[config.mk]
export PLATFORM = sky130hd
export DESIGN_NAME = hilditch_thinning_pass
export DESIGN_NICKNAME = d
export VERILOG_FILES = /design/src/rtl/core/hilt_pkg.sv /design/src/rtl/core/hilt_ram.sv /design/src/rtl/core/hilt_front.sv /design/src/rtl/core/hilt_rule.sv /design/src/rtl/core/hilditch_thinning_pass.sv
export SDC_FILE = /design/constraint.sdc
export NUM_CORES = 2
export LEC_CHECK = 0
export BUFFER_PORTS_ARGS = -buffer_cell sky130_fd_sc_hd__buf_4
export CAP_MARGIN = 20
export CORE_MARGIN = 10
export CORE_UTILIZATION = 35
export CTS_BUF_LIST = sky130_fd_sc_hd__clkbuf_16
export DETAILED_ROUTE_END_ITERATION = 8
export PLACE_DENSITY = 0.52
export SYNTH_ARGS = -nofsm -noshare
export SYNTH_HDL_FRONTEND = slang
export SYNTH_SLANG_ARGS = --single-unit
[constraint.sdc]
create_clock -name aclk -period 54.8 [get_ports aclk]
set_input_delay 10.96 -clock aclk [delete_from_list [all_inputs] [get_ports aclk]]
set_output_delay 10.96 -clock aclk [all_outputs]
set_load 0.01 [all_outputs]
[src/rtl/core/hilt_pkg.sv]
package hilt_pkg;

    // Image bounds
    localparam int MAX_WIDTH  = 1024;
    localparam int MAX_HEIGHT = 4096;

    // Counter and register widths
    localparam int COL_W        = $clog2(MAX_WIDTH);
    localparam int ROW_W        = $clog2(MAX_HEIGHT);
    localparam int WIDTH_REG_W  = COL_W + 1;
    localparam int HEIGHT_REG_W = ROW_W + 1;
    localparam int CFG_DATA_W   = (WIDTH_REG_W > HEIGHT_REG_W) ? WIDTH_REG_W : HEIGHT_REG_W;
    localparam int CFG_ADDR_W   = 1;

    // Line store: rows R-1, R-2, R-3 of one column
    localparam int LINE_W = 3;

    // 4x4 window, bit i*4+j is row i, column j
    localparam int WIN_N = 4;
    localparam int WIN_W = WIN_N * WIN_N;

    // Register indexes
    typedef enum logic [CFG_ADDR_W-1:0] {
        REG_IMAGE_WIDTH  = 1'b0,
        REG_IMAGE_HEIGHT = 1'b1
    } cfg_reg_t;

    // Window held between the front end and the rule stage
    typedef struct packed {
        logic [WIN_W-1:0] window;
        logic             last;
    } hilt_stage_t;

endpackage

[src/rtl/core/hilt_ram.sv]
module hilt_ram #(
    parameter int WIDTH = 8,
    parameter int DEPTH = 256
) (
    input  logic                     aclk,
    input  logic                     wr_en,
    input  logic [$clog2(DEPTH)-1:0] wr_addr,
    input  logic [WIDTH-1:0]         wr_data,
    input  logic [$clog2(DEPTH)-1:0] rd_addr,
    output logic [WIDTH-1:0]         rd_data
);

    logic [WIDTH-1:0] mem_reg [DEPTH];
    logic [WIDTH-1:0] rd_data_reg;

    // Write one entry, read one entry (old data on a collision)
    always_ff @(posedge aclk) begin
        if (wr_en) begin
            mem_reg[wr_addr] <= wr_data;
        end
        rd_data_reg <= mem_reg[rd_addr];
    end

    assign rd_data = rd_data_reg;

endmodule

[src/rtl/core/hilt_front.sv]
module hilt_front (
    input  logic                                aclk,
    input  logic                                aresetn,
    input  logic                                s_fire,
    input  logic                                pixel_in,
    input  logic                                flush,
    input  logic [hilt_pkg::WIDTH_REG_W-1:0]    eff_width,
    input  logic [hilt_pkg::HEIGHT_REG_W-1:0]   eff_height,
    input  logic                                adv,
    output logic                                stage_valid,
    output hilt_pkg::hilt_stage_t               stage
);

    logic [hilt_pkg::COL_W-1:0]  in_col_reg, in_col_next;
    logic [1:0]                  in_row_reg, in_row_next;
    logic [hilt_pkg::COL_W-1:0]  out_col_reg, out_col_next;
    logic [hilt_pkg::ROW_W-1:0]  out_row_reg, out_row_next;
    logic [hilt_pkg::WIN_W-1:0]  window_reg, window_next;
    logic                        fwd_valid_reg, fwd_valid_next;
    logic [hilt_pkg::LINE_W-1:0] fwd_data_reg;
    logic                        stage_valid_reg, stage_valid_next;
    hilt_pkg::hilt_stage_t       stage_reg, stage_next;

    logic [hilt_pkg::LINE_W-1:0] ram_rd_data;
    logic [hilt_pkg::LINE_W-1:0] old_col;
    logic [hilt_pkg::LINE_W-1:0] wr_data;
    logic [hilt_pkg::WIN_N-1:0]  col_bits;
    logic [hilt_pkg::WIN_W-1:0]  window_new;
    logic [hilt_pkg::WIN_N-1:0]  row_ok;
    logic [hilt_pkg::WIN_N-1:0]  col_ok;
    logic [hilt_pkg::WIN_W-1:0]  window_masked;
    logic [hilt_pkg::ROW_W+1:0]  row_pos [hilt_pkg::WIN_N];
    logic [hilt_pkg::COL_W+1:0]  col_pos [hilt_pkg::WIN_N];
    logic                        px;
    logic                        emit;
    logic                        in_col_wrap;
    logic                        out_col_wrap;
    logic                        out_last;

    // Line store, read ahead at the column the next transaction will use
    hilt_ram #(
        .WIDTH (hilt_pkg::LINE_W),
        .DEPTH (hilt_pkg::MAX_WIDTH)
    ) u_line_store (
        .aclk    (aclk),
        .wr_en   (s_fire),
        .wr_addr (in_col_reg),
        .wr_data (wr_data),
        .rd_addr (in_col_next),
        .rd_data (ram_rd_data)
    );

    // Column bits and the shifted window
    always_comb begin
        old_col  = fwd_valid_reg ? fwd_data_reg : ram_rd_data;
        px       = pixel_in & ~flush;
        col_bits = {px, old_col[0], old_col[1], old_col[2]};
        wr_data  = {old_col[1:0], px};
        for (int i = 0; i < hilt_pkg::WIN_N; i++) begin
            window_new[i*hilt_pkg::WIN_N +: hilt_pkg::WIN_N] =
                {col_bits[i], window_reg[i*hilt_pkg::WIN_N+1 +: hilt_pkg::WIN_N-1]};
        end
    end

    // Blank window positions that lie outside the image
    always_comb begin
        for (int i = 0; i < hilt_pkg::WIN_N; i++) begin
            row_pos[i] = (hilt_pkg::ROW_W+2)'(out_row_reg) + (hilt_pkg::ROW_W+2)'(i);
            col_pos[i] = (hilt_pkg::COL_W+2)'(out_col_reg) + (hilt_pkg::COL_W+2)'(i);
            row_ok[i]  = (row_pos[i] >= (hilt_pkg::ROW_W+2)'(2)) &&
                         (row_pos[i] < ((hilt_pkg::ROW_W+2)'(eff_height) +
                                        (hilt_pkg::ROW_W+2)'(2)));
            col_ok[i]  = (col_pos[i] >= (hilt_pkg::COL_W+2)'(2)) &&
                         (col_pos[i] < ((hilt_pkg::COL_W+2)'(eff_width) +
                                        (hilt_pkg::COL_W+2)'(2)));
        end
        for (int i = 0; i < hilt_pkg::WIN_N; i++) begin
            for (int j = 0; j < hilt_pkg::WIN_N; j++) begin
                window_masked[i*hilt_pkg::WIN_N + j] =
                    window_new[i*hilt_pkg::WIN_N + j] & row_ok[i] & col_ok[j];
            end
        end
    end

    // Position counters and the stage register
    always_comb begin
        emit = (in_row_reg == 2'd2) || ((in_row_reg == 2'd1) && (in_col_reg != '0));
        in_col_wrap  = ((hilt_pkg::WIDTH_REG_W)'(in_col_reg) +
                        (hilt_pkg::WIDTH_REG_W)'(1)) >= eff_width;
        out_col_wrap = ((hilt_pkg::WIDTH_REG_W)'(out_col_reg) +
                        (hilt_pkg::WIDTH_REG_W)'(1)) >= eff_width;
        out_last     = out_col_wrap &&
                       (((hilt_pkg::HEIGHT_REG_W)'(out_row_reg) +
                         (hilt_pkg::HEIGHT_REG_W)'(1)) >= eff_height);

        in_col_next      = in_col_reg;
        in_row_next      = in_row_reg;
        out_col_next     = out_col_reg;
        out_row_next     = out_row_reg;
        window_next      = window_reg;
        stage_next       = stage_reg;
        stage_valid_next = adv ? 1'b0 : stage_valid_reg;

        if (s_fire) begin
            window_next       = window_new;
            stage_next.window = window_masked;
            stage_next.last   = out_last;
            stage_valid_next  = emit;
            if (in_col_wrap) begin
                in_col_next = '0;
                if (in_row_reg != 2'd2) begin
                    in_row_next = in_row_reg + 2'd1;
                end
            end else begin
                in_col_next = in_col_reg + (hilt_pkg::COL_W)'(1);
            end
            if (emit) begin
                if (out_last) begin
                    in_col_next  = '0;
                    in_row_next  = '0;
                    out_col_next = '0;
                    out_row_next = '0;
                end else if (out_col_wrap) begin
                    out_col_next = '0;
                    if (out_row_reg != '1) begin
                        out_row_next = out_row_reg + (hilt_pkg::ROW_W)'(1);
                    end
                end else begin
                    out_col_next = out_col_reg + (hilt_pkg::COL_W)'(1);
                end
            end
        end

        // Forward a write that collides with the look-ahead read
        fwd_valid_next = s_fire && (in_col_next == in_col_reg);
    end

    always_ff @(posedge aclk) begin
        if (!aresetn) begin
            in_col_reg      <= '0;
            in_row_reg      <= '0;
            out_col_reg     <= '0;
            out_row_reg     <= '0;
            window_reg      <= '0;
            fwd_valid_reg   <= 1'b0;
            stage_valid_reg <= 1'b0;
        end else begin
            in_col_reg      <= in_col_next;
            in_row_reg      <= in_row_next;
            out_col_reg     <= out_col_next;
            out_row_reg     <= out_row_next;
            window_reg      <= window_next;
            fwd_valid_reg   <= fwd_valid_next;
            stage_valid_reg <= stage_valid_next;
        end
    end

    // Payload registers
    always_ff @(posedge aclk) begin
        fwd_data_reg <= wr_data;
        stage_reg    <= stage_next;
    end

    assign stage_valid = stage_valid_reg;
    assign stage       = stage_reg;

endmodule

[src/rtl/core/hilt_rule.sv]
module hilt_rule (
    input  logic                  aclk,
    input  logic                  aresetn,
    input  logic                  stage_valid,
    input  hilt_pkg::hilt_stage_t stage,
    input  logic                  out_ready,
    output logic                  adv,
    output logic                  out_valid,
    output logic                  pixel_out,
    output logic                  last_pixel,
    output logic                  frame_changed
);

    // Window cell, white outside the window
    function automatic logic cell_at(input logic [hilt_pkg::WIN_W-1:0] m,
                                     input int i, input int j);
        logic bit_val;
        bit_val = 1'b0;
        if (i >= 0 && i < hilt_pkg::WIN_N && j >= 0 && j < hilt_pkg::WIN_N) begin
            bit_val = m[i*hilt_pkg::WIN_N + j];
        end
        return bit_val;
    endfunction

    // Ring: up, up-left, left, down-left, down, down-right, right, up-right
    function automatic logic [7:0] ring_at(input logic [hilt_pkg::WIN_W-1:0] m,
                                           input int a, input int b);
        logic [7:0] p;
        p[0] = cell_at(m, a - 1, b);
        p[1] = cell_at(m, a - 1, b - 1);
        p[2] = cell_at(m, a, b - 1);
        p[3] = cell_at(m, a + 1, b - 1);
        p[4] = cell_at(m, a + 1, b);
        p[5] = cell_at(m, a + 1, b + 1);
        p[6] = cell_at(m, a, b + 1);
        p[7] = cell_at(m, a - 1, b + 1);
        return p;
    endfunction

    // True when the ring has exactly one white-to-black step
    function automatic logic one_crossing(input logic [7:0] p);
        logic [3:0] n;
        n = '0;
        for (int k = 0; k < 8; k++) begin
            n = n + {3'b000, ~p[k] & p[(k + 1) % 8]};
        end
        return n == 4'd1;
    endfunction

    logic                      out_valid_reg;
    logic                      pixel_reg, pixel_next;
    logic                      last_reg, last_next;
    logic                      changed_reg, changed_next;
    logic                      any_removed_reg, any_removed_next;
    logic [hilt_pkg::WIN_W-1:0] m;
    logic [7:0]                centre_ring;
    logic [3:0]                black_n;
    logic                      centre;
    logic                      up, left, down, right;
    logic                      c1, c2, c3, c4;
    logic                      removed;

    // Hilditch deletion test on the centre cell
    always_comb begin
        m           = stage.window;
        centre      = cell_at(m, 2, 2);
        centre_ring = ring_at(m, 2, 2);
        black_n     = 4'($countones(centre_ring));
        up          = cell_at(m, 1, 2);
        left        = cell_at(m, 2, 1);
        down        = cell_at(m, 3, 2);
        right       = cell_at(m, 2, 3);
        c1          = (black_n >= 4'd2) && (black_n <= 4'd6);
        c2          = one_crossing(centre_ring);
        c3          = !(up && left && right) || !one_crossing(ring_at(m, 1, 2));
        c4          = !(up && left && down) || !one_crossing(ring_at(m, 2, 1));
        removed     = centre && c1 && c2 && c3 && c4;
    end

    // Advance the stage into the output register when it is free
    always_comb begin
        adv              = !out_valid_reg || out_ready;
        pixel_next       = centre & ~removed;
        last_next        = stage.last;
        changed_next     = stage.last & (any_removed_reg | removed);
        any_removed_next = any_removed_reg;
        if (adv && stage_valid) begin
            any_removed_next = stage.last ? 1'b0 : (any_removed_reg | removed);
        end
    end

    always_ff @(posedge aclk) begin
        if (!aresetn) begin
            out_valid_reg   <= 1'b0;
            any_removed_reg <= 1'b0;
        end else begin
            if (adv) begin
                out_valid_reg <= stage_valid;
            end
            any_removed_reg <= any_removed_next;
        end
    end

    // Hold the result payload until it is taken
    always_ff @(posedge aclk) begin
        if (adv && stage_valid) begin
            pixel_reg   <= pixel_next;
            last_reg    <= last_next;
            changed_reg <= changed_next;
        end
    end

    assign out_valid     = out_valid_reg;
    assign pixel_out     = pixel_reg;
    assign last_pixel    = last_reg;
    assign frame_changed = changed_reg;

endmodule

[src/rtl/core/hilditch_thinning_pass.sv]
// Latency: a pixel's result leaves image_width+1 transactions after it, then passes
// the window stage and then the output register.
// Throughput: one pixel per cycle unless the output stalls; the line store has one
// read and one write port and the deletion test fits between the window stage and the
// output register. Reset: aresetn is synchronous, active low; counters, window and
// flags clear, the line store is not cleared, width and height return to 1024.
module hilditch_thinning_pass (
    input  logic                                aclk,
    input  logic                                aresetn,
    input  logic                                s_tvalid,
    output logic                                s_tready,
    input  logic [7:0]                          s_tdata,     // [0] pixel_in, [7:1] zero
    input  logic                                s_tuser,     // [0] flush
    output logic                                m_tvalid,
    input  logic                                m_tready,
    output logic [7:0]                          m_tdata,     // [0] pixel_out, [7:1] zero
    output logic                                m_tlast,
    output logic                                m_tuser,     // [0] frame_changed
    input  logic                                cfg_wr_en,
    input  logic [hilt_pkg::CFG_ADDR_W-1:0]     cfg_addr,
    input  logic [hilt_pkg::CFG_DATA_W-1:0]     cfg_wr_data
);

    logic [hilt_pkg::WIDTH_REG_W-1:0]  width_reg;
    logic [hilt_pkg::HEIGHT_REG_W-1:0] height_reg;
    logic [hilt_pkg::WIDTH_REG_W-1:0]  eff_width;
    logic [hilt_pkg::HEIGHT_REG_W-1:0] eff_height;
    logic                              s_fire;
    logic                              adv;
    logic                              stage_valid;
    hilt_pkg::hilt_stage_t             stage;
    logic                              pixel_out;

    // Register writes
    always_ff @(posedge aclk) begin
        if (!aresetn) begin
            width_reg  <= (hilt_pkg::WIDTH_REG_W)'(1024);
            height_reg <= (hilt_pkg::HEIGHT_REG_W)'(1024);
        end else if (cfg_wr_en) begin
            unique case (hilt_pkg::cfg_reg_t'(cfg_addr))
                hilt_pkg::REG_IMAGE_WIDTH: begin
                    width_reg <= cfg_wr_data[hilt_pkg::WIDTH_REG_W-1:0];
                end
                hilt_pkg::REG_IMAGE_HEIGHT: begin
                    height_reg <= cfg_wr_data[hilt_pkg::HEIGHT_REG_W-1:0];
                end
                default: begin
                end
            endcase
        end
    end

    // Clamp width and height to their legal range
    always_comb begin
        if (width_reg == '0) begin
            eff_width = (hilt_pkg::WIDTH_REG_W)'(1);
        end else if (width_reg > (hilt_pkg::WIDTH_REG_W)'(hilt_pkg::MAX_WIDTH)) begin
            eff_width = (hilt_pkg::WIDTH_REG_W)'(hilt_pkg::MAX_WIDTH);
        end else begin
            eff_width = width_reg;
        end
        if (height_reg == '0) begin
            eff_height = (hilt_pkg::HEIGHT_REG_W)'(1);
        end else if (height_reg > (hilt_pkg::HEIGHT_REG_W)'(hilt_pkg::MAX_HEIGHT)) begin
            eff_height = (hilt_pkg::HEIGHT_REG_W)'(hilt_pkg::MAX_HEIGHT);
        end else begin
            eff_height = height_reg;
        end
    end

    // Accept while the window stage is empty or moving on
    assign s_tready = !stage_valid || adv;
    assign s_fire   = s_tvalid && s_tready;

    hilt_front u_front (
        .aclk        (aclk),
        .aresetn     (aresetn),
        .s_fire      (s_fire),
        .pixel_in    (s_tdata[0]),
        .flush       (s_tuser),
        .eff_width   (eff_width),
        .eff_height  (eff_height),
        .adv         (adv),
        .stage_valid (stage_valid),
        .stage       (stage)
    );

    hilt_rule u_rule (
        .aclk          (aclk),
        .aresetn       (aresetn),
        .stage_valid   (stage_valid),
        .stage         (stage),
        .out_ready     (m_tready),
        .adv           (adv),
        .out_valid     (m_tvalid),
        .pixel_out     (pixel_out),
        .last_pixel    (m_tlast),
        .frame_changed (m_tuser)
    );

    assign m_tdata = {7'b0000000, pixel_out};

endmodule

Yosys cells after proc, flatten, opt, wreduce, memory -nomap -nowiden
Memory sizes are Yosys's and may differ from the RTL's. A register that Yosys moved wholly into a read port is not among the register bits.
Index checks and enable logic that the tools add are counted.
{ "classes": {"eq_ne": 8, "order_cmp": 23, "reduce_logical": 42, "muxes": 23, "add_sub_neg": 43, "bitwise_logic": 74} }
{ "op_table": {"columns": ["op", "count"], "rows": [
  ["$add A4 B1 Y4", 18],
  ["$mux W10", 6],
  ["$and A1 B1 Y1", 55],
  ["$ge A12 B2 Y1 const B", 4],
  ["$ge A14 B2 Y1 const B", 3],
  ["$lt A14 B14 Y1", 3],
  ["$lt A12 B12 Y1", 3],
  ["$mux W12", 3],
  ["$add A10 B1 Y11 const B", 3],
  ["$add A12 B1 Y13 const B", 2],
  ["$add A12 B2 Y13 const B", 2],
  ["$mux W13", 2],
  ["$add A10 B2 Y11 const B", 2],
  ["$ge A11 B11 Y1", 2],
  ["$mux W11", 2],
  ["$logic_and A1 B1 Y1", 21],
  ["$add A10 B1 Y10 const B", 2],
  ["$not A1 Y1", 18],
  ["$add A1 B1 Y2", 7],
  ["$add A13 B2 Y14 const B", 1],
  ["$lt A12 B14 Y1", 1],
  ["$ge A13 B13 Y1", 1],
  ["$gt A13 B13 Y1 const B", 1],
  ["$logic_not A13 Y1", 1],
  ["26 further kinds", 50]
]} }
{ "totals": {"reg_bits": 101, "mem_count": 1, "mem_bits_rw": 3072} }
{ "memory_table": {"columns": ["name", "words", "word_bits", "rd", "rd_clocked_by_memory_dff", "write_ports", "line_no", "source"], "rows": [
  ["u_front.u_line_store.mem_reg", 1024, 3, 1, 1, 1, "hilt_ram.sv:13", "logic [WIDTH-1:0] mem_reg [DEPTH];"]
]} }

Logic depth before layout (Yosys ltp)
{ "depth": {"depth_word": 16, "mapped_depth": 30} }

By module
From an unflattened synthesis, not the netlist that was laid out.
{ "unflattened": {"cells_unflattened": 7719, "area_unflattened_um2": 133515.6} }
{ "by_module_without_submodules": {"columns": ["module", "seq_area_each_um2", "cells_each", "area_per_inst_um2", "instances"], "rows": [
  ["hilt_ram", 92308.5, 6544, 123702.4, 1],
  ["hilt_front", 1531.5, 911, 7596.0, 1],
  ["hilditch_thinning_pass", 480.5, 152, 1173.6, 1],
  ["hilt_rule", 130.1, 112, 1043.5, 1]
]} }

Least setup slack after synthesis
No wires, ideal clock.
{ "synth_timing": {"path_type": "input to register", "start": "in s_tuser", "end": "mem u_front.u_line_store.mem_reg[0][0] in the netlist's numbering, data pin", "required_time_ns": 49.514, "arrival_time_ns": 36.090, "cell_stages": 1, "path_slack_ns": 13.424, "path_cell_list": "nor2b_1"} }
{ "synth_between": {"elab_chain_cells": 2} }
{ "synth_rtl": {"columns": ["item", "line_no", "source"], "rows": [
  ["start: declaration", "hilditch_thinning_pass.sv:13", "input logic s_tuser,"],
  ["$not A1 Y1", "hilt_front.sv:56", "px = pixel_in & ~flush;"],
  ["$and A1 B1 Y1", "hilt_front.sv:56", null],
  ["end: declaration", "hilt_ram.sv:13", null]
]} }
No other way between the ends.

Worst setup path after layout
{ "layout_timing": {"start": "in m_tready", "end": "out s_tready"} }
{ "layout_between": {"elab_chain_cells": 2} }
{ "layout_rtl": {"columns": ["item", "line_no", "source"], "rows": [
  ["start: declaration", "hilditch_thinning_pass.sv:15", "input logic m_tready,"],
  ["$logic_or A1 B1 Y1", "hilt_rule.sv:82", "adv = !out_valid_reg || out_ready;"],
  ["$logic_or A1 B1 Y1", "hilditch_thinning_pass.sv:72", "assign s_tready = !stage_valid || adv;"],
  ["end: declaration", "hilditch_thinning_pass.sv:11", "output logic s_tready,"]
]} }
No other way between the ends.

==> results.md <==
- IO Pins: 40
- Clock Skews: 60.7 ps
- CP arrival: between 10,000 and 15,000 ps
- CP Cell Sequence: buf_4, nand3b_1, buf_4
- Crit path max-delay family: buffers and inverters
- Hold depth: 2
- Via density: 5.70
- Share of power burned in registers: 48.5%
- Cts hold-fix bufs: 0
- Min-Delay Endpoint: u_front.window_reg[5]
- Initial core utilization: a little over a third
- Final Non-Filler Cells: 14,954
- Crit end category: primary output
- Critical R2R Launch: u_front.in_col_reg[4]
- DR DRC count: 0
- CP max FO: 4
- Clk Latency, worst-skew pair: 950 ps
- CP required: 43,840 ps
- Clock Pin Slew Worst Setup and Hold Paths: 50 ps
- Placed cell count: about 14,000
- Slew @ Worst Pin: 1220 ps
- DR iter-0 viols: 10,577
- GRT Util Overall: 20.9%
- # H-tree levels: 5
- Comb pwr share: 12.2%
- CTS tree: done
- Global route overflow: 0
- Post-Synthesis Mean Instance Area: 13.3 sq um
- Total Die Area: roughly 400,000 sq um
- Core area: 372,000 sq um
- Register area share after synthesis: 72.2%
- Root buffer cell: clkbuf_16
- Worst Hold Class: register to register
- GPL Wtd Cong: between 0.8 and 0.9
- ANT nets after route: 0
- Initial antenna violation count: 37
- P_sw: 1.51 mW
- Outcome: complete, no violations
- Syn Inst Count: 9,844
- Height of the die: 631 um
- Sw Share: 26.1%
- Detailed Place HPWL: around 250,000 um
- Maxcap violations: 0
- Met2 Wirelength: 198,000 um
- First drt pass iteration count: 8
- Static Leak: 46.2 nW
- Row cnt: 224
- Synth Register Bits: 3,170
- Via count: 85,264
- Clock buffer depth: 4
- Cell Pwr Density: 39.1 nW/um^2
- Critical Path Slowest Stage Cell: nand3b_1
- Min Tclk post-route: 22,560 ps
- Area of the multi-input gates: ~34,000 sq um
- Setup Buffers After CTS: 0
- Vias in the first global route: around 83,000
- CTS sink count: 3,170
- Drt wl/cell: slightly below 30 um
- Clock share of power: between 30% and 40%
- Final wirelength: 434,000 um
- Hold Startpoint: u_front.window_reg[5]
- Top routing layer used: met5
- Resize count post-CTS: 0
- Internal: 4.26 mW
- Port-buffer cells: 25
- Post-synth ARST share: 0%
- FMAX: 44.3 MHz
- Terminus of the critical flop-to-flop path: u_front.u_line_store.rd_data[0]
- Fin crit share: 41.2%
- FF+latch area: 94,400 sq um
- Final hold viol count: 0
- Startpoint types: input port
- Fillers: 34,937
- DR WL met3: 39,300 um
- CP peak stage delay: roughly 300 ps
- Metal-1 WL: between 150,000 and 200,000 um
- Area growth syn-to-layout: 12.9%
- Synthesis warning total: 0
- Final slew viol count: 0
- Peak VDD IR: roughly 0.000026 V
- Setup Viol. Count Final: 0
- Num CTS Buffers: 338
- Share of layout cells above drive strength 1: 8.96%
- Max FFs per register: 3,072
- Largest net degree at the start of global routing: approximately 210
- Reg-to-reg slack, setup: ~45,000 ps
- Final Net Count: slightly below 10,000
- Setup TNS Final: 0 ps
- Die W: 631 um
- Crit Path Class: input port to primary output
- First-pass GRT wire length: 612,000 um
- Count of different cell masters after synthesis: 88
- Worst Reg-to-Reg Cells: 24
- RSZ-0062 raised after global routing: no
- Critical Path Most Common Cell: buf_4
- Max transition margin: 18.9%
- Buf/Inv on CP: 2
- Most used DFF post-synth: edfxtp_1
- Cell area after synthesis: 131,000 sq um
- Post-synth EDFFs: between 3,000 and 4,000
through the flow:
stage / hold slack, ps / total power [mW] / utilization, % / area [sq um] / setup WS [ps]
after floorplan: 432 / 3.42 / - / 131000 / 13420
after global placement: 440 / 3.54 / 36.7 / 137000 / 32260
after detailed placement: 451 / 3.55 / 36.7 / 137000 / 32250
after CTS: 459 / 5.79 / 39.6 / 148000 / 32250
after global routing: 488 / 5.94 / 39.6 / 148000 / 32230
final: 453 / 5.76 / 39.6 / 148000 / 32240
worst max-delay path by stage:
stage / from / endpoint / slack [ps] / cells past startpoint
2_1_floorplan: s_tuser / u_front.u_line_store.mem_reg[0][0] / 13420 / 1
3_3_place_gp: m_tready / s_tready / 32260 / 3
3_5_place_dp: m_tready / s_tready / 32250 / 3
4_1_cts: m_tready / s_tready / 32250 / 3
5_1_grt: m_tready / s_tready / 32230 / 3
6_report: m_tready / s_tready / 32240 / 3
power by group through the flow:
stage | Clock, mW | Sequential [mW] | Combinational, mW
after global placement | 0 | 2.85 | 0.688
after floorplan | 0 | 3.00 | 0.420
after global routing | 2.39 | 2.80 | 0.755
after CTS | 2.29 | 2.80 | 0.700
after detailed placement | 0 | 2.85 | 0.699
final | 2.27 | 2.80 | 0.701
cell families after synthesis:
kind of cell,synth area share (%)
compound gates,7.76
xor+xnor,0.608
mux,2.36
flops,72.2
buf+inv,2.60
simple gates,12.6
other cells,0.00287
fa+ha+maj,1.82
cell usage after synthesis, types with 61 or more instances:
cell type	count	area, sq um
o22ai_1	508	3180
nand2_1	1432	5380
nor3_1	198	991
a211oi_1	70	526
nor4_1	62	388
buf_1	151	567
mux2i_1	170	1700
o21ai_0	115	576
clkbuf_1	384	1440
nor2_1	1193	4480
mux4_2	61	1370
edfxtp_1	3091	92800
dfxtp_1	79	1580
nand3_1	667	3340
a31oi_1	105	657
inv_1	68	255
a21oi_1	253	1270
ha_1	165	2060
o221ai_1	80	701
buf_2	193	966
layer usage:
layer  track usage [%]  up-vias
met4              8.04       10
li1                  -    36843
met5                 0        -
met2              33.3     4026
met1              28.6    43610
met3              3.67      775
area by class of cell:
type | instances | area share [%]
flip-flops and latches | 3170 | 64.0
multi-input cells | 5862 | 22.8
clock buffers | 347 | 5.88
well taps | 4972 | 4.22
clock inverters | 266 | 1.51
repair buffers | 252 | 1.41
inverters | 71 | 0.192
diodes | 14 | 0.0237
layout by cell type (no fill, tap or decap), drive strengths merged, types with 30 or more instances in the layout:
| cell type | count |
|---|---|
| clkinv | 156 |
| a32oi | 33 |
| mux4 | 61 |
| buf | 250 |
| nor2b | 38 |
| nand2 | 1432 |
| nand3 | 669 |
| a211oi | 70 |
| xnor2 | 56 |
| nor3 | 201 |
| a22oi | 51 |
| bufinv | 33 |
| a31oi | 105 |
| o21ai | 120 |
| nor2 | 1193 |
| inv | 142 |
| xor2 | 30 |
| nand2b | 32 |
| ha | 165 |
| clkbuf | 348 |
| dfxtp | 79 |
| edfxtp | 3091 |
| o22ai | 508 |
| nor4 | 63 |
| a311oi | 37 |
| o221ai | 80 |
| nand4 | 53 |
| and3 | 50 |
| mux2i | 170 |
| a21oi | 253 |
tightest hold or removal path: cells and delay by family, from the launching register on:
kind / cells / cell delay, ps
simple gates: 1 / 50
compound gates: 1 / 50
flops: 1 / 300
No activity file was read; power rests on OpenSTA's default activity.
